**config.mk**
```make
export PLATFORM = sky130hd
export DESIGN_NAME = tape_pulse_audio_encoder
export DESIGN_NICKNAME = d
export VERILOG_FILES = /design/src/design/tpae_pkg.sv /design/src/design/tpae_ram.sv /design/src/design/tpae_div.sv /design/src/design/tpae_front.sv /design/src/design/tpae_back.sv /design/src/design/tape_pulse_audio_encoder.sv
export VERILOG_INCLUDE_DIRS = /design/src /design/src/design
export SDC_FILE = /design/constraint.sdc
export NUM_CORES = 1
export LEC_CHECK = 0
export BUFFER_PORTS_ARGS = -buffer_cell sky130_fd_sc_hd__buf_4
export CAP_MARGIN = 25
export CORE_MARGIN = 2
export CORE_UTILIZATION = 50
export CTS_CLUSTER_DIAMETER = 200
export CTS_CLUSTER_SIZE = 20
export DETAILED_ROUTE_END_ITERATION = 16
export GPL_TIMING_DRIVEN = 0
export PLACE_DENSITY = 0.76
export SYNTH_ARGS = -nofsm -noshare
export SYNTH_HDL_FRONTEND = slang
export SYNTH_HIERARCHICAL = 1
export SYNTH_SLANG_ARGS = --single-unit
```
**constraint.sdc**
```tcl
create_clock -name clk -period 3.6 [get_ports clk]
set_clock_uncertainty 0.05 [all_clocks]
set_input_delay 0.72 -clock clk [delete_from_list [all_inputs] [get_ports clk]]
set_output_delay 0.72 -clock clk [all_outputs]
set_load 0.02 [all_outputs]
```
**src/design/tape_pulse_audio_encoder_defines.svh**
```systemverilog
// Assertion macros used by the encoder back end.
// Each macro expects signals named clk and rst in the using module.
`ifndef TAPE_PULSE_AUDIO_ENCODER_DEFINES_SVH
`define TAPE_PULSE_AUDIO_ENCODER_DEFINES_SVH

// Same-cycle implication, disabled during reset.
`define TPAE_ASSERT_IMPL(label, ante, cons) \
  label: assert property (@(posedge clk) disable iff (rst) (ante) |-> (cons)) \
    else $error("tpae: check failed");

// Next-cycle implication, disabled during reset.
`define TPAE_ASSERT_NEXT(label, ante, cons) \
  label: assert property (@(posedge clk) disable iff (rst) (ante) |=> (cons)) \
    else $error("tpae: check failed");

`endif

```
**src/design/tpae_pkg.sv**
```systemverilog
package tpae_pkg;

  localparam int QUEUE_DEPTH_DEF = 16;
  localparam int CMD_DEPTH       = 2;

  localparam int LEN_W   = 17;
  localparam int CNT_W   = 16;
  localparam int DIVR_W  = 8;
  localparam int SUM_W   = LEN_W + 1;
  localparam int CFG_W   = 17;
  localparam int CFG_IDX_W = 3;

  localparam logic [LEN_W-1:0] SYNC1_LEN = LEN_W'(1334);
  localparam logic [LEN_W-1:0] SYNC2_LEN = LEN_W'(1470);

  localparam logic [7:0] LEVEL_LOW  = 8'h40;
  localparam logic [7:0] LEVEL_HIGH = 8'hC0;
  localparam logic [7:0] LEVEL_IDLE = 8'h80;

  localparam logic OP_PUSH = 1'b0;
  localparam logic OP_TICK = 1'b1;

  localparam logic [CFG_IDX_W-1:0] REG_SAMPLE_DIVISOR     = 3'd0;
  localparam logic [CFG_IDX_W-1:0] REG_CHANNEL_MODE       = 3'd1;
  localparam logic [CFG_IDX_W-1:0] REG_PILOT_LENGTH       = 3'd2;
  localparam logic [CFG_IDX_W-1:0] REG_ZERO_LENGTH        = 3'd3;
  localparam logic [CFG_IDX_W-1:0] REG_ONE_LENGTH         = 3'd4;
  localparam logic [CFG_IDX_W-1:0] REG_PILOT_COUNT_HEADER = 3'd5;
  localparam logic [CFG_IDX_W-1:0] REG_PILOT_COUNT_DATA   = 3'd6;

  localparam logic [DIVR_W-1:0] RST_SAMPLE_DIVISOR     = 8'd160;
  localparam logic [1:0]        RST_CHANNEL_MODE       = 2'd0;
  localparam logic [LEN_W-1:0]  RST_PILOT_LENGTH       = LEN_W'(4336);
  localparam logic [LEN_W-1:0]  RST_ZERO_LENGTH        = LEN_W'(1710);
  localparam logic [LEN_W-1:0]  RST_ONE_LENGTH         = LEN_W'(3420);
  localparam logic [CNT_W-1:0]  RST_PILOT_COUNT_HEADER = CNT_W'(8063);
  localparam logic [CNT_W-1:0]  RST_PILOT_COUNT_DATA   = CNT_W'(3223);

  typedef struct packed {
    logic       op;
    logic [7:0] data_byte;
    logic       first_byte;
    logic       last_byte;
  } in_item_t;

  typedef struct packed {
    logic       sample_valid;
    logic [7:0] left_sample;
    logic [7:0] right_sample;
    logic       byte_accepted;
    logic       underrun;
    logic       busy_res;
  } res_item_t;

  typedef struct packed {
    logic       is_tick;
    logic [7:0] data_byte;
    logic       last_byte;
  } cmd_t;

  typedef struct packed {
    logic [DIVR_W-1:0] sample_divisor;
    logic [1:0]        channel_mode;
    logic [LEN_W-1:0]  pilot_length;
    logic [LEN_W-1:0]  zero_length;
    logic [LEN_W-1:0]  one_length;
    logic [CNT_W-1:0]  pilot_count_header;
    logic [CNT_W-1:0]  pilot_count_data;
  } cfg_t;

endpackage

```
**src/design/tpae_ram.sv**
```systemverilog
module tpae_ram #(
  parameter int WIDTH = 9,
  parameter int DEPTH = 16
) (
  input  logic                     clk,
  input  logic                     we,
  input  logic [$clog2(DEPTH)-1:0] waddr,
  input  logic [WIDTH-1:0]         wdata,
  input  logic [$clog2(DEPTH)-1:0] raddr,
  output logic [WIDTH-1:0]         rdata
);

  logic [WIDTH-1:0] mem [DEPTH];

  always_ff @(posedge clk) begin
    if (we) begin
      mem[waddr] <= wdata;
    end
    rdata <= mem[raddr];
  end

endmodule

```
**src/design/tpae_div.sv**
```systemverilog
module tpae_div import tpae_pkg::*; (
  input  logic              clk,
  input  logic              rst,
  input  logic              start,
  input  logic [SUM_W-1:0]  dividend,
  input  logic [DIVR_W-1:0] divisor,
  output logic              done,
  output logic [SUM_W-1:0]  quotient,
  output logic [DIVR_W-1:0] remainder
);

  localparam int STEP_W = $clog2(SUM_W + 1);

  logic              busy;
  logic [STEP_W-1:0] steps;
  logic [SUM_W-1:0]  dvd;
  logic [DIVR_W:0]   trial;
  logic              fits;

  // restoring division, one quotient bit per cycle
  assign trial = {remainder, dvd[SUM_W-1]};
  assign fits  = trial >= {1'b0, divisor};

  always_ff @(posedge clk) begin
    if (rst) begin
      busy  <= 1'b0;
      done  <= 1'b0;
      steps <= '0;
    end else begin
      done <= 1'b0;
      if (start) begin
        busy      <= 1'b1;
        steps     <= STEP_W'(SUM_W);
        dvd       <= dividend;
        quotient  <= '0;
        remainder <= '0;
      end else if (busy) begin
        dvd      <= {dvd[SUM_W-2:0], 1'b0};
        quotient <= {quotient[SUM_W-2:0], fits};
        if (fits) begin
          remainder <= DIVR_W'(trial - {1'b0, divisor});
        end else begin
          remainder <= trial[DIVR_W-1:0];
        end
        steps <= steps - 1'b1;
        if (steps == STEP_W'(1)) begin
          busy <= 1'b0;
          done <= 1'b1;
        end
      end
    end
  end

endmodule

```
**src/design/tpae_front.sv**
```systemverilog
module tpae_front import tpae_pkg::*; (
  input  logic     clk,
  input  logic     rst,
  input  logic     in_valid,
  output logic     in_ready,
  input  in_item_t in_data,
  output logic     cmd_valid,
  input  logic     cmd_ready,
  output cmd_t     cmd
);

  localparam int PW = $clog2(CMD_DEPTH);
  localparam int FW = $clog2(CMD_DEPTH + 1);

  cmd_t          cmd_q [CMD_DEPTH];
  logic [PW-1:0] wr_ptr;
  logic [PW-1:0] rd_ptr;
  logic [FW-1:0] fill;
  logic          push;
  logic          pop;
  cmd_t          incoming;

  assign in_ready  = fill != FW'(CMD_DEPTH);
  assign cmd_valid = fill != '0;
  assign cmd       = cmd_q[rd_ptr];
  assign push      = in_valid && in_ready;
  assign pop       = cmd_valid && cmd_ready;

  // classify: ticks versus byte pushes; the first-byte mark carries no work
  assign incoming.is_tick   = in_data.op == OP_TICK;
  assign incoming.data_byte = in_data.data_byte;
  assign incoming.last_byte = in_data.last_byte;

  always_ff @(posedge clk) begin
    if (push) begin
      cmd_q[wr_ptr] <= incoming;
    end
  end

  always_ff @(posedge clk) begin
    if (rst) begin
      wr_ptr <= '0;
      rd_ptr <= '0;
      fill   <= '0;
    end else begin
      if (push) begin
        wr_ptr <= (wr_ptr == PW'(CMD_DEPTH - 1)) ? '0 : wr_ptr + 1'b1;
      end
      if (pop) begin
        rd_ptr <= (rd_ptr == PW'(CMD_DEPTH - 1)) ? '0 : rd_ptr + 1'b1;
      end
      fill <= fill + FW'(push) - FW'(pop);
    end
  end

endmodule

```
**src/design/tpae_back.sv**
```systemverilog
`include "tape_pulse_audio_encoder_defines.svh"

module tpae_back import tpae_pkg::*; #(
  parameter int QUEUE_DEPTH = QUEUE_DEPTH_DEF
) (
  input  logic      clk,
  input  logic      rst,
  input  cfg_t      cfg,
  input  logic      cmd_valid,
  output logic      cmd_ready,
  input  cmd_t      cmd,
  output logic      out_valid,
  input  logic      out_ready,
  output res_item_t out_data
);

  localparam int PW = $clog2(QUEUE_DEPTH);
  localparam int CW = $clog2(QUEUE_DEPTH + 1);

  typedef enum logic [6:0] {
    S_IDLE  = 7'b0000001,
    S_CMD   = 7'b0000010,
    S_NEXT  = 7'b0000100,
    S_FETCH = 7'b0001000,
    S_TAKE  = 7'b0010000,
    S_DIV   = 7'b0100000,
    S_DONE  = 7'b1000000
  } state_t;

  typedef enum logic [6:0] {
    PH_IDLE  = 7'b0000001,
    PH_PILOT = 7'b0000010,
    PH_SYNC1 = 7'b0000100,
    PH_SYNC2 = 7'b0001000,
    PH_BITS  = 7'b0010000,
    PH_TRAIL = 7'b0100000,
    PH_END   = 7'b1000000
  } phase_t;

  state_t            state;
  phase_t            phase;
  cmd_t              cur;
  logic [PW-1:0]     head;
  logic [PW-1:0]     tail;
  logic [CW-1:0]     count;
  logic [CNT_W-1:0]  pulse_counter;
  logic [7:0]        shift_byte;
  logic [3:0]        half_bit_count;
  logic              previous_bit;
  logic [CNT_W-1:0]  remaining_samples;
  logic [DIVR_W-1:0] remainder;
  logic              output_level;
  logic              block_ending;
  logic              res_sample_valid;
  logic [7:0]        res_left;
  logic [7:0]        res_right;
  logic              res_accepted;
  logic              res_underrun;
  logic              div_start;
  logic [LEN_W-1:0]  div_len;

  logic              q_we;
  logic [8:0]        q_rdata;
  logic              queue_full;
  logic [SUM_W-1:0]  div_dividend;
  logic [DIVR_W-1:0] div_divisor;
  logic              div_done;
  logic [SUM_W-1:0]  div_quot;
  logic [DIVR_W-1:0] div_rem;
  logic [CNT_W-1:0]  pulse_samples;
  logic [7:0]        lvl_left;
  logic [7:0]        lvl_right;
  logic              out_load;

  assign cmd_ready  = state == S_IDLE;
  assign queue_full = count == CW'(QUEUE_DEPTH);
  assign q_we       = (state == S_CMD) && !cur.is_tick && !queue_full;
  assign out_load   = (state == S_DONE) && (!out_valid || out_ready);

  assign lvl_left  = output_level ? LEVEL_LOW : LEVEL_HIGH;
  assign lvl_right = cfg.channel_mode[1] ? (output_level ? LEVEL_HIGH : LEVEL_LOW) : lvl_left;

  assign div_dividend  = {1'b0, div_len} + SUM_W'(remainder);
  assign div_divisor   = (cfg.sample_divisor == '0) ? DIVR_W'(1) : cfg.sample_divisor;
  // saturate the sample count to sixteen bits
  assign pulse_samples = (div_quot[SUM_W-1:CNT_W] != '0) ? '1 : div_quot[CNT_W-1:0];

  tpae_ram #(
    .WIDTH(9),
    .DEPTH(QUEUE_DEPTH)
  ) u_queue (
    .clk  (clk),
    .we   (q_we),
    .waddr(tail),
    .wdata({cur.last_byte, cur.data_byte}),
    .raddr(head),
    .rdata(q_rdata)
  );

  tpae_div u_div (
    .clk      (clk),
    .rst      (rst),
    .start    (div_start),
    .dividend (div_dividend),
    .divisor  (div_divisor),
    .done     (div_done),
    .quotient (div_quot),
    .remainder(div_rem)
  );

  always_ff @(posedge clk) begin
    if (rst) begin
      state             <= S_IDLE;
      phase             <= PH_IDLE;
      head              <= '0;
      tail              <= '0;
      count             <= '0;
      pulse_counter     <= '0;
      shift_byte        <= '0;
      half_bit_count    <= '0;
      previous_bit      <= 1'b0;
      remaining_samples <= '0;
      remainder         <= '0;
      output_level      <= 1'b0;
      block_ending      <= 1'b0;
      div_start         <= 1'b0;
      out_valid         <= 1'b0;
    end else begin
      div_start <= 1'b0;
      if (out_load) begin
        out_valid <= 1'b1;
      end else if (out_ready) begin
        out_valid <= 1'b0;
      end

      case (state)
        S_IDLE: begin
          if (cmd_valid) begin
            cur              <= cmd;
            res_sample_valid <= cmd.is_tick;
            res_left         <= LEVEL_IDLE;
            res_right        <= LEVEL_IDLE;
            res_accepted     <= 1'b0;
            res_underrun     <= 1'b0;
            state            <= S_CMD;
          end
        end

        S_CMD: begin
          if (!cur.is_tick) begin
            // drop the byte when the queue is full
            if (!queue_full) begin
              tail         <= (tail == PW'(QUEUE_DEPTH - 1)) ? '0 : tail + 1'b1;
              count        <= count + 1'b1;
              res_accepted <= 1'b1;
            end
            state <= S_DONE;
          end else if (remaining_samples != '0) begin
            res_left          <= lvl_left;
            res_right         <= lvl_right;
            remaining_samples <= remaining_samples - 1'b1;
            if (remaining_samples == CNT_W'(1)) begin
              output_level <= ~output_level;
            end
            state <= S_DONE;
          end else begin
            state <= S_NEXT;
          end
        end

        S_NEXT: begin
          case (phase)
            PH_IDLE: begin
              state <= (count == '0) ? S_DONE : S_FETCH;
            end
            PH_PILOT: begin
              if (pulse_counter != '0) begin
                pulse_counter <= pulse_counter - 1'b1;
                div_len       <= cfg.pilot_length;
                div_start     <= 1'b1;
                state         <= S_DIV;
              end else begin
                phase <= PH_SYNC1;
              end
            end
            PH_SYNC1: begin
              div_len   <= SYNC1_LEN;
              div_start <= 1'b1;
              phase     <= PH_SYNC2;
              state     <= S_DIV;
            end
            PH_SYNC2: begin
              div_len   <= SYNC2_LEN;
              div_start <= 1'b1;
              phase     <= PH_BITS;
              state     <= S_DIV;
            end
            PH_BITS: begin
              if (half_bit_count == '0) begin
                if (block_ending) begin
                  block_ending <= 1'b0;
                  phase        <= PH_TRAIL;
                end else if (count == '0) begin
                  res_underrun <= 1'b1;
                  state        <= S_DONE;
                end else begin
                  state <= S_FETCH;
                end
              end else begin
                previous_bit   <= shift_byte[7];
                div_len        <= shift_byte[7] ? cfg.one_length : cfg.zero_length;
                div_start      <= 1'b1;
                half_bit_count <= half_bit_count + 1'b1;
                // advance to the next bit after its second pulse
                if (half_bit_count[0]) begin
                  shift_byte <= {shift_byte[6:0], 1'b0};
                end
                state <= S_DIV;
              end
            end
            PH_TRAIL: begin
              div_len   <= previous_bit ? cfg.one_length : cfg.zero_length;
              div_start <= 1'b1;
              phase     <= PH_END;
              state     <= S_DIV;
            end
            default: begin
              phase <= PH_IDLE;
            end
          endcase
        end

        S_FETCH: begin
          state <= S_TAKE;
        end

        S_TAKE: begin
          if (phase == PH_IDLE) begin
            pulse_counter  <= q_rdata[7] ? cfg.pilot_count_data : cfg.pilot_count_header;
            half_bit_count <= '0;
            block_ending   <= 1'b0;
            phase          <= PH_PILOT;
            state          <= S_NEXT;
          end else begin
            shift_byte     <= q_rdata[7:0];
            block_ending   <= q_rdata[8];
            head           <= (head == PW'(QUEUE_DEPTH - 1)) ? '0 : head + 1'b1;
            count          <= count - 1'b1;
            previous_bit   <= q_rdata[7];
            div_len        <= q_rdata[7] ? cfg.one_length : cfg.zero_length;
            div_start      <= 1'b1;
            half_bit_count <= 4'd1;
            state          <= S_DIV;
          end
        end

        S_DIV: begin
          if (div_done) begin
            remainder <= div_rem;
            if (pulse_samples == '0) begin
              output_level <= ~output_level;
              state        <= S_NEXT;
            end else begin
              res_left          <= lvl_left;
              res_right         <= lvl_right;
              remaining_samples <= pulse_samples - 1'b1;
              if (pulse_samples == CNT_W'(1)) begin
                output_level <= ~output_level;
              end
              state <= S_DONE;
            end
          end
        end

        S_DONE: begin
          if (out_load) begin
            state <= S_IDLE;
          end
        end

        default: begin
          state <= S_IDLE;
        end
      endcase
    end
  end

  always_ff @(posedge clk) begin
    if (out_load) begin
      out_data.sample_valid  <= res_sample_valid;
      out_data.left_sample   <= res_left;
      out_data.right_sample  <= res_right;
      out_data.byte_accepted <= res_accepted;
      out_data.underrun      <= res_underrun;
      out_data.busy_res      <= phase != PH_IDLE;
    end
  end

  `TPAE_ASSERT_IMPL(a_count_bound, 1'b1, count <= CW'(QUEUE_DEPTH))
  `TPAE_ASSERT_NEXT(a_done_hold, (state == S_DONE) && out_valid && !out_ready, state == S_DONE)
  `TPAE_ASSERT_IMPL(a_underrun_idle, out_valid && out_data.underrun, out_data.sample_valid && (out_data.left_sample == LEVEL_IDLE))
  `TPAE_ASSERT_NEXT(a_pop_one, (state == S_TAKE) && (phase == PH_BITS), count == $past(count) - 1'b1)

endmodule

```
**src/design/tape_pulse_audio_encoder.sv**
```systemverilog
// Tape pulse audio encoder: plays tape block bytes as square-wave samples.
// Input channel (in_valid/in_ready/in_data) carries one beat per item: a
// byte push (op clear) or a sample tick (op set). Output channel
// (out_valid/out_ready/out_data) returns exactly one result beat per input
// beat, in order. Configuration registers are written through cfg_write,
// cfg_index and cfg_data, one register per cycle; the user must write them
// only while the block is idle, as the block itself does not enforce this.
// A byte push, or a tick inside a running pulse, needs no division; a tick
// that must start a new pulse waits on the 18-step serial divider that
// turns a pulse length into a sample count. Pulses that round to zero
// samples chain within one tick, each taking a further division.
// A two-beat command queue takes new beats while the engine is busy, and a
// single output register holds a finished result while the receiver stalls;
// the engine waits on that register and the command queue fills behind it.
// Reset (rst, synchronous) empties the byte queue and command queue, clears
// the pulse state and loads the default register values. No memory clearing
// pass is needed: queue entries are only read after being written.
module tape_pulse_audio_encoder import tpae_pkg::*; #(
  parameter int QUEUE_DEPTH = QUEUE_DEPTH_DEF
) (
  input  logic                 clk,
  input  logic                 rst,
  input  logic                 in_valid,
  output logic                 in_ready,
  input  in_item_t             in_data,
  output logic                 out_valid,
  input  logic                 out_ready,
  output res_item_t            out_data,
  input  logic                 cfg_write,
  input  logic [CFG_IDX_W-1:0] cfg_index,
  input  logic [CFG_W-1:0]     cfg_data
);

  cfg_t cfg;
  logic cmd_valid;
  logic cmd_ready;
  cmd_t cmd;

  // configuration registers; indexes beyond the list are ignored
  always_ff @(posedge clk) begin
    if (rst) begin
      cfg.sample_divisor     <= RST_SAMPLE_DIVISOR;
      cfg.channel_mode       <= RST_CHANNEL_MODE;
      cfg.pilot_length       <= RST_PILOT_LENGTH;
      cfg.zero_length        <= RST_ZERO_LENGTH;
      cfg.one_length         <= RST_ONE_LENGTH;
      cfg.pilot_count_header <= RST_PILOT_COUNT_HEADER;
      cfg.pilot_count_data   <= RST_PILOT_COUNT_DATA;
    end else if (cfg_write) begin
      case (cfg_index)
        REG_SAMPLE_DIVISOR:     cfg.sample_divisor     <= cfg_data[DIVR_W-1:0];
        REG_CHANNEL_MODE:       cfg.channel_mode       <= cfg_data[1:0];
        REG_PILOT_LENGTH:       cfg.pilot_length       <= cfg_data[LEN_W-1:0];
        REG_ZERO_LENGTH:        cfg.zero_length        <= cfg_data[LEN_W-1:0];
        REG_ONE_LENGTH:         cfg.one_length         <= cfg_data[LEN_W-1:0];
        REG_PILOT_COUNT_HEADER: cfg.pilot_count_header <= cfg_data[CNT_W-1:0];
        REG_PILOT_COUNT_DATA:   cfg.pilot_count_data   <= cfg_data[CNT_W-1:0];
        default: begin
        end
      endcase
    end
  end

  // front: accept and classify beats into the command queue
  tpae_front u_front (
    .clk      (clk),
    .rst      (rst),
    .in_valid (in_valid),
    .in_ready (in_ready),
    .in_data  (in_data),
    .cmd_valid(cmd_valid),
    .cmd_ready(cmd_ready),
    .cmd      (cmd)
  );

  // back: byte queue, pulse sequencer, divider and output register
  tpae_back #(
    .QUEUE_DEPTH(QUEUE_DEPTH)
  ) u_back (
    .clk      (clk),
    .rst      (rst),
    .cfg      (cfg),
    .cmd_valid(cmd_valid),
    .cmd_ready(cmd_ready),
    .cmd      (cmd),
    .out_valid(out_valid),
    .out_ready(out_ready),
    .out_data (out_data)
  );

endmodule
```
# ---- After elaboration in Yosys (flattened, before gate mapping)
# Memories as Yosys holds them, arrays and structs flattened. A register that Yosys moved wholly into a read port is not among the register bits.
# Index checks and enable logic that the tools add are counted.
dict set report classes {
  mux 116
  eq_ne 56
  n_lt_le_gt_ge 1
  n_bitwise 6
  addsub 15
  reduce_logical 55
}
# cell n
set op_table {}
lappend op_table {{$mux 8} 19}
lappend op_table {{$mux 16} 9}
lappend op_table {{$mux 17} 6}
lappend op_table {{$mux 7} 14}
lappend op_table {{$pmux 17 s5} 1}
lappend op_table {{$pmux 16 s2} 2}
lappend op_table {{$mux 18} 3}
lappend op_table {{$pmux 7 s7} 1}
lappend op_table {{$pmux 8 s3} 2}
lappend op_table {{$sub 16x1->16 const B} 3}
lappend op_table {{$pmux 7 s6} 1}
lappend op_table {{$mux 1} 35}
lappend op_table {{$pmux 17 s2} 1}
lappend op_table {{$eq 16x1->1 const B} 2}
lappend op_table {{$reduce_bool 16->1} 2}
lappend op_table {{$pmux 7 s4} 1}
lappend op_table {{$mux 5} 5}
lappend op_table {{$ne 2x2->1 const B} 12}
lappend op_table {{$reduce_and 6->1} 4}
lappend op_table {{$reduce_and 2->1} 10}
lappend op_table {{$add 17x8->18} 1}
lappend op_table {{$ne 2x1->1 const B} 9}
lappend op_table {{$reduce_bool 2->1} 9}
lappend op_table {{$logic_not 16->1} 1}
lappend op_table {{other kinds (51)} 96}
dict set report word_totals {
  mem_count 2
  regBits 287
  ramBits 164
  wordCells 294
}
# name depth width read_ports rd_clocked_by_memory_dff wr line_no
set mem_list {}
lappend mem_list {u_back.u_queue.mem 16 9 1 1 1 tpae_ram.sv:13} ;# logic [WIDTH-1:0] mem [DEPTH];
lappend mem_list {u_front.cmd_q 2 10 1 1 1 tpae_front.sv:15} ;# cmd_t cmd_q [CMD_DEPTH];

# ---- Longest topological paths before layout
dict set report depth {
  depth_word 7
  depth_mapped 13
  depth_no_buf 10
}

# ---- Hierarchy
# The synthesis kept the hierarchy.
# module seq_area_each_um2 cells_each n_inst area_each_um2
set modules_own_cells {}
lappend modules_own_cells {tpae_back 2852.7 914 1 7548.5}
lappend modules_own_cells {tpae_ram 4504.3 254 1 5780.5}
lappend modules_own_cells {tape_pulse_audio_encoder 1861.8 348 1 3687.3}
lappend modules_own_cells {tpae_div 1461.4 205 1 2592.5}
lappend modules_own_cells {tpae_front 700.7 60 1 975.9}

# ---- Worst setup path before layout
# No wires, ideal clock.
dict set report synth_path {
  path_kind {reg2reg}
  start {register u_back.phase[6]}
  end {register u_back.div_len[0] (enable)}
  setup_slack_ns 0.157
  setup_ns 0.418
  required_ns 3.132
  path_stages_with_launch 6
  arrival_time_ns 2.975
  path_cell_list {dfxtp_1 nor3_1 nand4_1 and3_1 o21a_1 a211oi_1}
}
dict set report synth_between {
  elab_chain_cells 3
  word_cells_on_any_way 11
  classes_between {eq/ne: 10; reduce/logical: 1}
}
# element line_no
set synth_rtl {}
lappend synth_rtl {{start, declared} tpae_back.sv:41} ;# phase_t phase;
lappend synth_rtl {{start signal, assigned} tpae_back.sv:114} ;# phase <= PH_IDLE;
lappend synth_rtl {{start signal, assigned} tpae_back.sv:183} ;# phase <= PH_SYNC1;
lappend synth_rtl {{start signal, assigned} tpae_back.sv:189} ;# phase <= PH_SYNC2;
lappend synth_rtl {{$eq 7x3->1 (tied with other cells)} tpae_back.sv:172} ;# case (phase)
lappend synth_rtl {{$ne 6x5->1 (no line) (tied with other cells)} -}
lappend synth_rtl {{$reduce_and 6->1 (no line) *} -}
lappend synth_rtl {{end signal, assigned} tpae_back.sv:179} ;# div_len <= cfg.pilot_length;
lappend synth_rtl {{end signal, assigned} tpae_back.sv:211} ;# div_len <= shift_byte[7] ? cfg.one_length : cfg.zero_length;
lappend synth_rtl {{end signal, assigned} tpae_back.sv:222} ;# div_len <= previous_bit ? cfg.one_length : cfg.zero_length;
lappend synth_rtl {{end, declared} tpae_back.sv:60} ;# logic [LEN_W-1:0] div_len;
# Mark *: on every way between the ends. The rest lies on a longest branch, timed or not.
# A chain may end at the register's enable or synchronous reset.

# ---- Worst setup path after layout
dict set report layout_path {
  start {register u_back.state[1]}
  end {memory u_back.u_queue.mem[2][6] (enable)}
}
dict set report layout_between {
  elab_chain_cells 5
}
# element line_no
set layout_rtl {}
lappend layout_rtl {{start, declared} tpae_back.sv:40} ;# state_t state;
lappend layout_rtl {{start signal, assigned} tpae_back.sv:174} ;# state <= (count == '0) ? S_DONE : S_FETCH;
lappend layout_rtl {{$eq 7x2->1} tpae_back.sv:77} ;# assign q_we = (state == S_CMD) && !cur.is_tick && !queue_full;
lappend layout_rtl {{$logic_and 1x1->1 (2 in series)} tpae_back.sv:77}
lappend layout_rtl {{via u_back.q_we} tpae_back.sv:62} ;# logic q_we;
lappend layout_rtl {{$mux 1} tpae_ram.sv:16} ;# if (we) begin
lappend layout_rtl {{$mux 1 (not written as such)} tpae_ram.sv:17} ;# mem[waddr] <= wdata;
lappend layout_rtl {{end, declared} tpae_ram.sv:13}
# The timed path passes the listed nets, and every way through them passes these cells.

==> run metrics <==
outcome finished, final reports clean; overall routed net length 49000 µm; Post-Synthesis Cells 1778; Core Area 40700 µm²; Die Y 207 µm; clock root buffer master clkbuf_16; M1 GR Usage 0.339; CTS tree built; antenna violations before repair 0; first-pass GRT wire length 76000 µm; VDD IR max 0.000560 V; die area 42700 µm²; Worst setup EP type register; vias in the first global route 13800; gr usage total 0.227; nets 1932; ant diodes 0; CP Class reg2reg; share of cells above drive strength 1 0.122; clk slew on worst S/H paths 90 ps; placed cell area 21600 µm²; Leak Pwr 8.14 nW; sequential cell area 11400 µm²; # port buffers 40; Via Count 14500; fin util 0.550; Final Slew Violations 0; Routed Antenna Nets 0; Max Root-Sink Buffers 3; PD cells 437 nW/µm²; Syn Area/Cell 11.6 µm²; Sink Count 444; FILL cells 3457; I/O pin cnt 58; arrival time worst endpoint 3720 ps; RSZ-0062 raised after global routing true; min Tclk post-route 3560 ps; Peak Freq 281 MHz; Finished Cell Area 22400 µm²; die extent in x 207 µm; Hold Fails Final Rpt 0; Pre-antenna DRT Iters 8; P&R area growth vs syn 9.07%; Max Cap Viol 0; Skew-Pair Late Insertion Delay 580 ps; WP data required 3750 ps; slew margin rel. 0.298; Hold Path Class in2reg; DR WL/cell 20.3 µm; worst-margin pin slew 1050 ps; row cnt 74; multi-input logic area 8510 µm²; final count of negative-setup-slack endpoints 0; H-tree Lvls 1; Placer Congestion 0.890; Top Usage Layer GRT met2; largest net degree at the start of global routing 25; CP max FO 9; DRT iter0 DRCs 1752; postcts setup bufs 0; met3 Resource Use GR 0.0292; crit start category register; # DRC 0; period utilization 0.990; Synth Warn # 6; Starting Density 0.504; CTS buffer count 26; vias per cell 6.01; GR met2 Demand/Resource 0.351; HPWL after DPL 34700 µm; Cell Area, Synth 20500 µm²; grt total ovfl 0
==> through the flow <==
stage / cells / total power, W / setup WS (ps) / setup TNS [ps] / hold slack, ps
global placement: 2361 / 0.00683 / -717 / -47810 / 390
detailed placement: 2365 / 0.00688 / -402 / -664 / 400
CTS: 2411 / 0.00984 / 21.5 / 0 / 250
global route: 2412 / 0.0102 / -143 / -2470 / 256
finish: 2412 / 0.00979 / 36.1 / 0 / 274
floorplan: 1789 / 0.00653 / 157 / 0 / 350
==> power by group <==
| group | internal [W] | total (W) | switching, W | leakage [nW] |
|---|---|---|---|---|
| Combinational | 0.000401 | 0.00102 | 0.000615 | 3.95 |
| Clock | 0.00138 | 0.00301 | 0.00163 | 0.356 |
| Sequential | 0.00558 | 0.00577 | 0.000186 | 3.83 |
| Total | 0.00736 | 0.00979 | 0.00243 | 8.14 |
==> registers in the layout, summed over array words and instances (netlist names), 9 cells and up, named ones only <==
register	flops
cfg	92
u_back/cur	9
u_back/div_len	17
u_back/pulse_counter	16
u_back/remaining_samples	16
u_back/u_div/dvd	18
u_back/u_div/quotient	18
u_back/u_queue/mem	144
u_back/u_queue/rdata	9
u_front/cmd_q	20
==> path summary, 6_finish.rpt <==
| kind | from | to | slack [ps] | cells past startpoint |
|---|---|---|---|---|
| worst max-delay path | u_back/state[1] | u_back/u_queue/mem[2][6] | 40 | 8 |
| worst min-delay path | in_data[4] | u_front/cmd_q[0][3] | 270 | 1 |
| worst max register to register | u_back/state[1] | u_back/u_queue/mem[2][6] | 40 | 8 |
| worst min register to register | u_back/u_queue/rdata[2] | u_back/shift_byte[2] | 420 | 2 |
==> worst max-delay path, stage by stage, from the launching register on <==
cell	delay, ps
dfxtp_1	440
or4b_1	440
or2_2	270
clkbuf_1	170
inv_1	130
nand2_1	140
inv_1	270
or3b_2	550
nor2_1	720
==> metal layers <==
| layer | part of all wire | vias up |
|---|---|---|
| met3 | 0.078 | 85 |
| li1 | - | 6705 |
| met2 | 0.45 | 621 |
| met4 | 0.024 | 0 |
| met5 | 0 | - |
| met1 | 0.45 | 7090 |
==> cell type report <==
class | instances | share of cell area
Timing Repair Buffer | 46 | 0.0161
Sequential cell | 444 | 0.507
Clock buffer | 44 | 0.0320
Tap cell | 532 | 0.0297
Clock inverter | 2 | 0.00145
Multi-Input combinational cell | 1192 | 0.380
Buffer | 111 | 0.0270
Inverter | 41 | 0.00698
==> cell usage in the layout (no fill, tap or decap), drive strengths merged, types with 6 or more instances in the layout <==
master  instances
buf            99
edfxtp        247
a21oi          95
nor4           16
xor2           18
xnor2          23
mux4           36
or3            11
o211ai          7
mux2           33
a311oi          9
a211oi         17
or2             6
or4             7
o221a           9
a221oi         18
nor2          182
nand3b          6
nand3          43
ha             31
nand4          10
inv            42
nor2b          36
and3           12
o21ai          52
o21a           17
clkbuf        101
nand2b         84
nor3           43
nand2         124
o22ai           8
a21o           10
conb           12
a31oi           7
mux2i         108
o31ai          11
a22oi          22
dfxtp         197
==> timing repair <==
action | in CTS | in global routing
endpoints found under the hold margin | 0 | 0
endpoints found under the setup margin | 2 | 38
hold buffers | 0 | 0
resized for setup | 5 | 6
No activity file was read; power rests on OpenSTA's default activity.
